File: config.mk
export PLATFORM = sky130hd
export DESIGN_NAME = bwt_window
export DESIGN_NICKNAME = d
export VERILOG_FILES = /design/src/design/bwt_pkg.sv /design/src/design/bwt_window.sv
export SDC_FILE = /design/constraint.sdc
export NUM_CORES = 1
export LEC_CHECK = 0
export ABC_CLOCK_PERIOD_IN_PS = 16700
export BUFFER_PORTS_ARGS = -buffer_cell sky130_fd_sc_hd__buf_2
export CORE_ASPECT_RATIO = 1.5
export CORE_UTILIZATION = 40
export CTS_CLUSTER_DIAMETER = 80
export DETAILED_ROUTE_END_ITERATION = 10
export PLACE_DENSITY_LB_ADDON = 0.1
export SLEW_MARGIN = 20
export SYNTH_ARGS = -nofsm -noshare
export SYNTH_HDL_FRONTEND = slang
export SYNTH_SLANG_ARGS = --single-unit
File: constraint.sdc
create_clock -name clk -period 16.7 [get_ports clk]
set_input_delay 0.835 -clock clk [delete_from_list [all_inputs] [get_ports clk]]
set_output_delay 0.835 -clock clk [all_outputs]
set_load 0.01 [all_outputs]
File: src/design/bwt_pkg.sv
// shared constants, types and helpers for the packet block window tracker
// no dependencies; every other design file refers to this package by scope
package bwt_pkg;

  // ring geometry (both must stay powers of two)
  localparam int BASELINES = 256;
  localparam int NBLOCKS   = 4;
  localparam int SLOT_W    = $clog2(BASELINES);
  localparam int BLK_W     = $clog2(NBLOCKS);
  localparam int ADDR_W    = SLOT_W + BLK_W;
  localparam int DEPTH     = NBLOCKS * BASELINES;

  // field and counter widths
  localparam int BCNT_W = 32;
  localparam int CNT_W  = 24;
  localparam int SUM_W  = 32;
  localparam int DROP_W = 16;
  localparam int TAG_W  = 32;
  localparam int OBLK_W = 2;
  localparam int OSLOT_W = 8;

  // window limits, in baseline counts from the window start
  localparam logic [BCNT_W-1:0] SPAN_RETIRE = BCNT_W'(2 * BASELINES);
  localparam logic [BCNT_W-1:0] SPAN_WINDOW = BCNT_W'(3 * BASELINES);
  localparam logic [BCNT_W-1:0] BLOCK_STEP  = BCNT_W'(BASELINES);

  localparam logic [CNT_W-1:0] EXPECTED_RESET = CNT_W'(4096);

  // write request into the slot tag store
  typedef struct packed {
    logic              en;
    logic [ADDR_W-1:0] addr;
    logic [TAG_W-1:0]  tag;
  } tag_wr_t;

  // one result beat
  typedef struct packed {
    logic               accepted;
    logic [OBLK_W-1:0]  block_index;
    logic [OSLOT_W-1:0] baseline_slot;
    logic               first_in_slot;
    logic               block_filled;
    logic [OBLK_W-1:0]  filled_block_index;
    logic [BCNT_W-1:0]  filled_start_count;
    logic [CNT_W-1:0]   filled_missed;
    logic [SUM_W-1:0]   missed_total;
    logic [DROP_W-1:0]  drop_count;
  } result_t;

  // flat slot address: block * BASELINES + slot
  function automatic logic [ADDR_W-1:0] slot_addr(input logic [BCNT_W-1:0] bcnt);
    return bcnt[ADDR_W-1:0];
  endfunction

endpackage

File: src/design/bwt_window.sv
// window state and per-packet update: retirement, counts, epochs, drop and missed totals
// uses bwt_pkg; the slot tag for the packet comes from bwt_slot_tags
module bwt_window (
  input  logic                        clk,
  input  logic                        rst_n,
  input  logic                        proc,
  input  logic [bwt_pkg::BCNT_W-1:0]  bcnt,
  input  logic [bwt_pkg::TAG_W-1:0]   tag,
  input  logic                        cfg_we,
  input  logic [bwt_pkg::CNT_W-1:0]   cfg_data,
  output bwt_pkg::result_t            res,
  output bwt_pkg::tag_wr_t            wr
);

  logic                        started_r;
  logic [bwt_pkg::BCNT_W-1:0]  window_start_r, window_start_nxt;
  logic [bwt_pkg::BLK_W-1:0]   current_block_r, current_block_nxt;
  logic [bwt_pkg::CNT_W-1:0]   counts_r [bwt_pkg::NBLOCKS];
  logic [bwt_pkg::CNT_W-1:0]   counts_nxt [bwt_pkg::NBLOCKS];
  logic [bwt_pkg::TAG_W-1:0]   epoch_r [bwt_pkg::NBLOCKS];
  logic [bwt_pkg::TAG_W-1:0]   epoch_nxt [bwt_pkg::NBLOCKS];
  logic [bwt_pkg::SUM_W-1:0]   missed_sum_r, missed_sum_nxt;
  logic [bwt_pkg::DROP_W-1:0]  dropped_r, dropped_nxt;
  logic [bwt_pkg::CNT_W-1:0]   expected_r;

  logic [bwt_pkg::BLK_W-1:0]   blk, cb;
  logic [bwt_pkg::SLOT_W-1:0]  slot;
  logic [bwt_pkg::BCNT_W-1:0]  ws, offs;
  logic                        acc, ret, blk_clr, first;
  logic [bwt_pkg::CNT_W-1:0]   cnt_cur, miss;
  logic [bwt_pkg::TAG_W-1:0]   ep_blk, ep_eff;
  logic [bwt_pkg::SUM_W:0]     sum_ext;
  logic [bwt_pkg::DROP_W-1:0]  drop_base;

  // decode packet and window position
  always_comb begin
    blk  = bcnt[bwt_pkg::ADDR_W-1:bwt_pkg::SLOT_W];
    slot = bcnt[bwt_pkg::SLOT_W-1:0];
    ws   = started_r ? window_start_r : bcnt;
    cb   = started_r ? current_block_r : blk;
    offs = bcnt - ws;
    acc  = offs < bwt_pkg::SPAN_WINDOW;
    ret  = acc && (offs >= bwt_pkg::SPAN_RETIRE);
  end

  // lane select of the retiring block count and the packet block epoch
  always_comb begin
    cnt_cur = '0;
    ep_blk  = '0;
    for (int b = 0; b < bwt_pkg::NBLOCKS; b++) begin
      if (bwt_pkg::BLK_W'(b) == cb) cnt_cur = counts_r[b];
      if (bwt_pkg::BLK_W'(b) == blk) ep_blk = epoch_r[b];
    end
  end

  // missed packets of the retiring block, saturating total
  always_comb begin
    miss    = (expected_r > cnt_cur) ? expected_r - cnt_cur : '0;
    sum_ext = {1'b0, missed_sum_r} + {{(bwt_pkg::SUM_W + 1 - bwt_pkg::CNT_W){1'b0}}, miss};
    if (ret) begin
      missed_sum_nxt = sum_ext[bwt_pkg::SUM_W] ? '1 : sum_ext[bwt_pkg::SUM_W-1:0];
    end else begin
      missed_sum_nxt = missed_sum_r;
    end
  end

  // first-of-slot check against the block epoch after any clear
  always_comb begin
    blk_clr = !started_r || (ret && (blk == cb));
    ep_eff  = ep_blk + bwt_pkg::TAG_W'(blk_clr);
    first   = acc && (tag != ep_eff);
  end

  // per-lane count and epoch update
  always_comb begin
    logic                      lane_clr;
    logic [bwt_pkg::CNT_W-1:0] base;
    for (int b = 0; b < bwt_pkg::NBLOCKS; b++) begin
      lane_clr = !started_r || (ret && (bwt_pkg::BLK_W'(b) == cb));
      base     = lane_clr ? '0 : counts_r[b];
      if (acc && (bwt_pkg::BLK_W'(b) == blk) && (base != '1)) begin
        counts_nxt[b] = base + 1'b1;
      end else begin
        counts_nxt[b] = base;
      end
      epoch_nxt[b] = epoch_r[b] + bwt_pkg::TAG_W'(lane_clr);
    end
  end

  // drop counter and window advance
  always_comb begin
    drop_base         = (!started_r || ret) ? '0 : dropped_r;
    dropped_nxt       = (!acc && (drop_base != '1)) ? drop_base + 1'b1 : drop_base;
    window_start_nxt  = ret ? ws + bwt_pkg::BLOCK_STEP : ws;
    current_block_nxt = ret ? cb + 1'b1 : cb;
  end

  // state registers
  always_ff @(posedge clk) begin
    if (!rst_n) begin
      started_r       <= 1'b0;
      window_start_r  <= '0;
      current_block_r <= '0;
      missed_sum_r    <= '0;
      dropped_r       <= '0;
      expected_r      <= bwt_pkg::EXPECTED_RESET;
      for (int b = 0; b < bwt_pkg::NBLOCKS; b++) begin
        counts_r[b] <= '0;
        epoch_r[b]  <= '0;
      end
    end else begin
      if (cfg_we) begin
        expected_r <= cfg_data;
      end
      if (proc) begin
        started_r       <= 1'b1;
        window_start_r  <= window_start_nxt;
        current_block_r <= current_block_nxt;
        missed_sum_r    <= missed_sum_nxt;
        dropped_r       <= dropped_nxt;
        for (int b = 0; b < bwt_pkg::NBLOCKS; b++) begin
          counts_r[b] <= counts_nxt[b];
          epoch_r[b]  <= epoch_nxt[b];
        end
      end
    end
  end

  // tag write marks the slot as seen in the current epoch
  always_comb begin
    wr.en   = proc && first;
    wr.addr = bwt_pkg::slot_addr(bcnt);
    wr.tag  = ep_eff;
  end

  // result beat
  always_comb begin
    res.accepted           = acc;
    res.block_index        = bwt_pkg::OBLK_W'(blk);
    res.baseline_slot      = bwt_pkg::OSLOT_W'(slot);
    res.first_in_slot      = first;
    res.block_filled       = ret;
    res.filled_block_index = ret ? bwt_pkg::OBLK_W'(cb) : '0;
    res.filled_start_count = ret ? ws : '0;
    res.filled_missed      = ret ? miss : '0;
    res.missed_total       = missed_sum_nxt;
    res.drop_count         = dropped_nxt;
  end

endmodule

# Word level (Yosys, flattened, before mapping)

Memories as Yosys holds them, arrays and structs flattened.
Cells that the tools add are included.

Register bits: 107
Bits in latches: 0
Bits in writable memories: 224
Memory bits (read-only): 0
Input port bits: 92
Word-level logic and storage cells: 114
Memories: 2

Memories:

| memory   | words | width | read ports | clocked after Yosys merged registers in | wr ports | line             | source |
|---|---|---|---|---|---|---|---|
| epoch_r  | 4     | 32    | 4          | 0                                       | 4        | bwt_window.sv:20 | `logic [bwt_pkg::TAG_W-1:0] epoch_r [bwt_pkg::NBLOCKS];` |
| counts_r | 4     | 24    | 4          | 0                                       | 4        | bwt_window.sv:18 | `logic [bwt_pkg::CNT_W-1:0] counts_r [bwt_pkg::NBLOCKS];` |

Add/subtract/negate cells: 15
$mul: 0
Divide/modulo/power cells: 0
Order comparisons: 3
Equality and inequality tests: 13
Shift-type cells: 0
Mux-type cells: 40
Bitwise operators: 8
Reduce and logical (&&, ||, !) cells: 27

Operator list:

| operator                                                     | count |
|---|---|
| two-way mux 24 bit                                           | 18 |
| two-way mux 32 bit                                           | 13 |
| adder 32 x 1 -> 32 bit                                       | 5 |
| adder 24 x 1 -> 24 bit, second input constant                | 4 |
| inequality test 24 bit, second input constant                | 4 |
| adder 32 x 24 -> 33 bit                                      | 1 |
| adder 32 x 9 -> 32 bit, second input constant                | 1 |
| >= comparator 32 x 10 -> 1 bit, second input constant        | 1 |
| less-than comparator 32 x 10 -> 1 bit, second input constant | 1 |
| two-way mux 16 bit                                           | 2 |
| inequality test 32 bit                                       | 1 |
| subtractor 32 bit                                            | 1 |
| > comparator 24 bit                                          | 1 |
| subtractor 24 bit                                            | 1 |
| logical AND 1 bit                                            | 17 |
| adder 16 x 1 -> 16 bit, second input constant                | 1 |
| inequality test 16 bit, second input constant                | 1 |
| equality test 2 bit, first input constant                    | 4 |
| bitwise OR 1 bit                                             | 8 |
| logical OR 1 bit                                             | 6 |
| two-way mux 2 bit                                            | 3 |
| equality test 1 x 2 -> 1 bit, first input constant           | 2 |
| logical NOT 2 bit                                            | 2 |
| two-way mux 1 bit                                            | 4 |
| 3 further kinds                                              | 4 |

# Logic depth before layout (Yosys ltp)

Depth after elaboration: 11
Mapped depth: 46
Gate-level depth less buffers: 37

# Worst setup path after synthesis

OpenSTA, ideal clock, no wires.

Kind: reg-to-output
Start: register started_r
End: output port res[24] (netlist name)
Arrival: 9.541 ns
Data required time: 15.865 ns
Setup slack: 6.324 ns
Stages on the path, launching flop included: 44
Buffers on the path: 10
Path through: dfxtp_1 clkbuf_1 buf_1 clkbuf_1 buf_1 buf_1 clkbuf_1 a21oi_1 inv_1 ha_1 clkbuf_1 clkbuf_1 a22oi_1 nor2_1 a21oi_1 o21ai_0 ha_1 inv_1 (+8 left out) o21ai_0 a221oi_1 a21oi_1 clkbuf_1 and2_1 fa_1 a211oi_1 o21a_1 o31a_1 o21ai_0 nand4_1 nor3_1 o41ai_1 o21a_1 or2_2 nand2_2 buf_2 o22a_1

RTL lines:

| item                   | line              | source |
|---|---|---|
| start, declared        | bwt_window.sv:15  | `logic started_r;` |
| start signal, assigned | bwt_window.sv:101 | `started_r <= 1'b0;` |
| start signal, assigned | bwt_window.sv:116 | `started_r <= 1'b1;` |
| end, declared          | bwt_window.sv:11  | `output bwt_pkg::result_t res,` |

==> impl_metrics.env <==
export IMPL_worstSetupPathType="reg -> out"
export IMPL_synth_most_common_cell="nor2_1"
export IMPL_max_stage_delay_ps=570
export IMPL_p_total_uw=2420
export IMPL_worst_pin_slew_ps=1100
export IMPL_drc_errors=0
export IMPL_p_leak_uw=0.0111
export IMPL_setup_viol_count_final=0
export IMPL_post_cts_setup_buffer_count=0
export IMPL_yosys_area_top_type_share_pct=26.4
export IMPL_dr_pass1_iters=5
export IMPL_vias=22895
export IMPL_crit_top_cell="a21oi_1"
export IMPL_cts_root_buffer="clkbuf_16"
export IMPL_status="completed"
export IMPL_first_global_vias=22967
export IMPL_maxCapViolCount=0
export IMPL_fin_crit_ps=11190
export IMPL_place_inst=3840
export IMPL_syn_area_um2=25500
export IMPL_die_area_um2=64700
export IMPL_crit_arrival_ps=10360
export IMPL_yosysUniqueCellTypes=93
export IMPL_rows=113
export IMPL_grt_usage_pct=26.3
export IMPL_via_per_inst=5.86
export IMPL_rsz0062_at_grt="false"
export IMPL_die_x_um=208
export IMPL_fill_cells=6203
export IMPL_fmax_mhz=89.4
export IMPL_clk_pin_slew_worst_paths_ps=50
export IMPL_yosys_area_top_type="edfxtp_1"
export IMPL_grt_pass1_wl_um=133000
export IMPL_finClkSkew_ps=27.2
export IMPL_synthTopCellsByArea="edfxtp_1 26%, dfxtp_1 8.4%, nor2_1 6.0%"
export IMPL_start_util_pct=40.3
export IMPL_postSynth_asyncResetShare_pct=0
export IMPL_relSlewSlack_pct=26.3
export IMPL_cts_hold_buffers_added=0
export IMPL_syn_avg_cell_area_um2=8.72
export IMPL_crit_required_ps=15870
export IMPL_drtIter0Drc=1242
export IMPL_hold_viol_final=0
export IMPL_cts_tree="yes"
export IMPL_area_growth_pct=11.9
export IMPL_cts_buffers=39
export IMPL_grt_overflow=0
export IMPL_ys_ff_latch=331
export IMPL_final_setup_tns_ps=0
export IMPL_irDropWorstVdd_mv=0.0825
export IMPL_ant_nets=0
export IMPL_routed_wl_um=86600
export IMPL_synthTopCellsByCount="410 x nor2_1, 255 x nand2_1, 224 x edfxtp_1"
export IMPL_synth_cells=2923
export IMPL_critical_path_endpoint_type="output port"
export IMPL_yosysSeqAreaShare_pct=34.8
export IMPL_post_route_period_util_pct=67.0
export IMPL_final_max_slew_viol_count=0
export IMPL_critical_path_slowest_cell="buf_4"
export IMPL_nNetsFinal=3272
export IMPL_cp_start_kind="flip-flop"
export IMPL_pin_count=254
export IMPL_drive_above_1_share_pct=14.1
export IMPL_cts_resized=0
export IMPL_coreArea_um2=63200
export IMPL_gp_congestion=0.982
export IMPL_synth_edf_count=224
export IMPL_cts_sink_count=331
export IMPL_min_path_type="reg -> reg"
export IMPL_antenna_found_initial=2
export IMPL_io_buffers=253
export IMPL_synth_warnings=0
export IMPL_clockBufferDepth=3
export IMPL_wl_per_cell_um=22.1
export IMPL_critPathMaxFanout=44
export IMPL_instances_no_fill=3910
export IMPL_power_density_nw_per_um2=84.7
export IMPL_final_util_pct=45.1
export IMPL_dp_hpwl_um=65200
export IMPL_fp_dieH_um=311
export IMPL_synth_fp_nets=3119
export IMPL_grt_start_max_net_pins=154
export IMPL_clock_latency_ps=600
export IMPL_synth_ff_type="edfxtp_1"
export IMPL_cts_htree_levels=2
==> critical path, delay by kind of cell (launching register included) <==
family,cells,cell delay [ps]
AOI/OAI and AO/OA,20,4450
and+or+nand+nor,10,2120
buffers and inverters,6,1450
adders and majority gates,4,1150
DFF,1,530
==> final cells by class <==
cell class | instances | area, um^2 | share of cell area, %
multi-input combinational | 2359 | 15600 | 54.8
sequential | 331 | 8870 | 31.1
timing repair buffer | 278 | 1450 | 5.10
clock buffer | 52 | 1110 | 3.90
tap | 805 | 1010 | 3.53
inverter | 67 | 264 | 0.926
clock inverter | 16 | 176 | 0.619
antenna | 2 | 5.00 | 0.0176
==> cells by family after synthesis <==
group | Yosys count | synth area share [%]
xor+xnor | 301 | 10.3
flops | 331 | 34.8
simple gates | 1258 | 24.3
mux | 110 | 5.93
buf+inv | 233 | 4.09
compound gates | 586 | 15.3
fa+ha+maj | 104 | 5.20
==> per-stage QoR <==
step / setup WS (ps) / hold slack, ps / area (um^2)
2_1_floorplan: 6320 / 425 / 25500
3_3_place_gp: 6370 / 433 / 27200
3_5_place_dp: 6140 / 443 / 27200
4_1_cts: 5490 / 434 / 28500
5_1_grt: 4710 / 464 / 28500
6_report: 5510 / 452 / 28500
==> per-layer routing <==
layer / track usage, % / up-vias / routed length, um
li1: - / 10970 / -
met1: 28.4 / 11089 / 32900
met2: 49.7 / 636 / 45800
met3: 3.51 / 198 / 3470
met4: 12.9 / 2 / 4460
met5: 0 / - / 11
==> power by group <==
part / internal, uW / switching, uW
logic: 206 / 350
clock network: 516 / 375
registers: 919 / 49.0
==> worst paths after layout <==
path              slack (ps)  depth (start not counted)                from                  to
hold reg to reg          450                          2  window_start_r[30]  window_start_r[30]
setup reg to reg        6800                         40           started_r    missed_sum_r[14]
setup / recovery        5510                         40           started_r             res[43]
hold / removal           450                          2  window_start_r[30]  window_start_r[30]
==> registers in the layout, summed over array words and instances (netlist names) <==
signal,count
counts_r,96
current_block_r,2
dropped_r,16
epoch_r,128
expected_r,24
missed_sum_r,32
started_r,1
window_start_r,32
==> placed cells by master (no fill, tap or decap), types with 64 or more instances in the layout <==
cell type,Yosys,routed
nand4_1,78,78
a21oi_1,190,189
xnor2_1,136,136
ha_1,101,100
nor2_1,410,408
nand2_1,255,253
inv_1,66,64
nand3_1,133,133
mux2i_1,70,70
dfxtp_1,107,106
o21ai_0,104,104
xor2_1,165,165
edfxtp_1,224,224
buf_2,23,253
and3_1,97,97
Note: power is estimated with default switching activity, not from simulation.
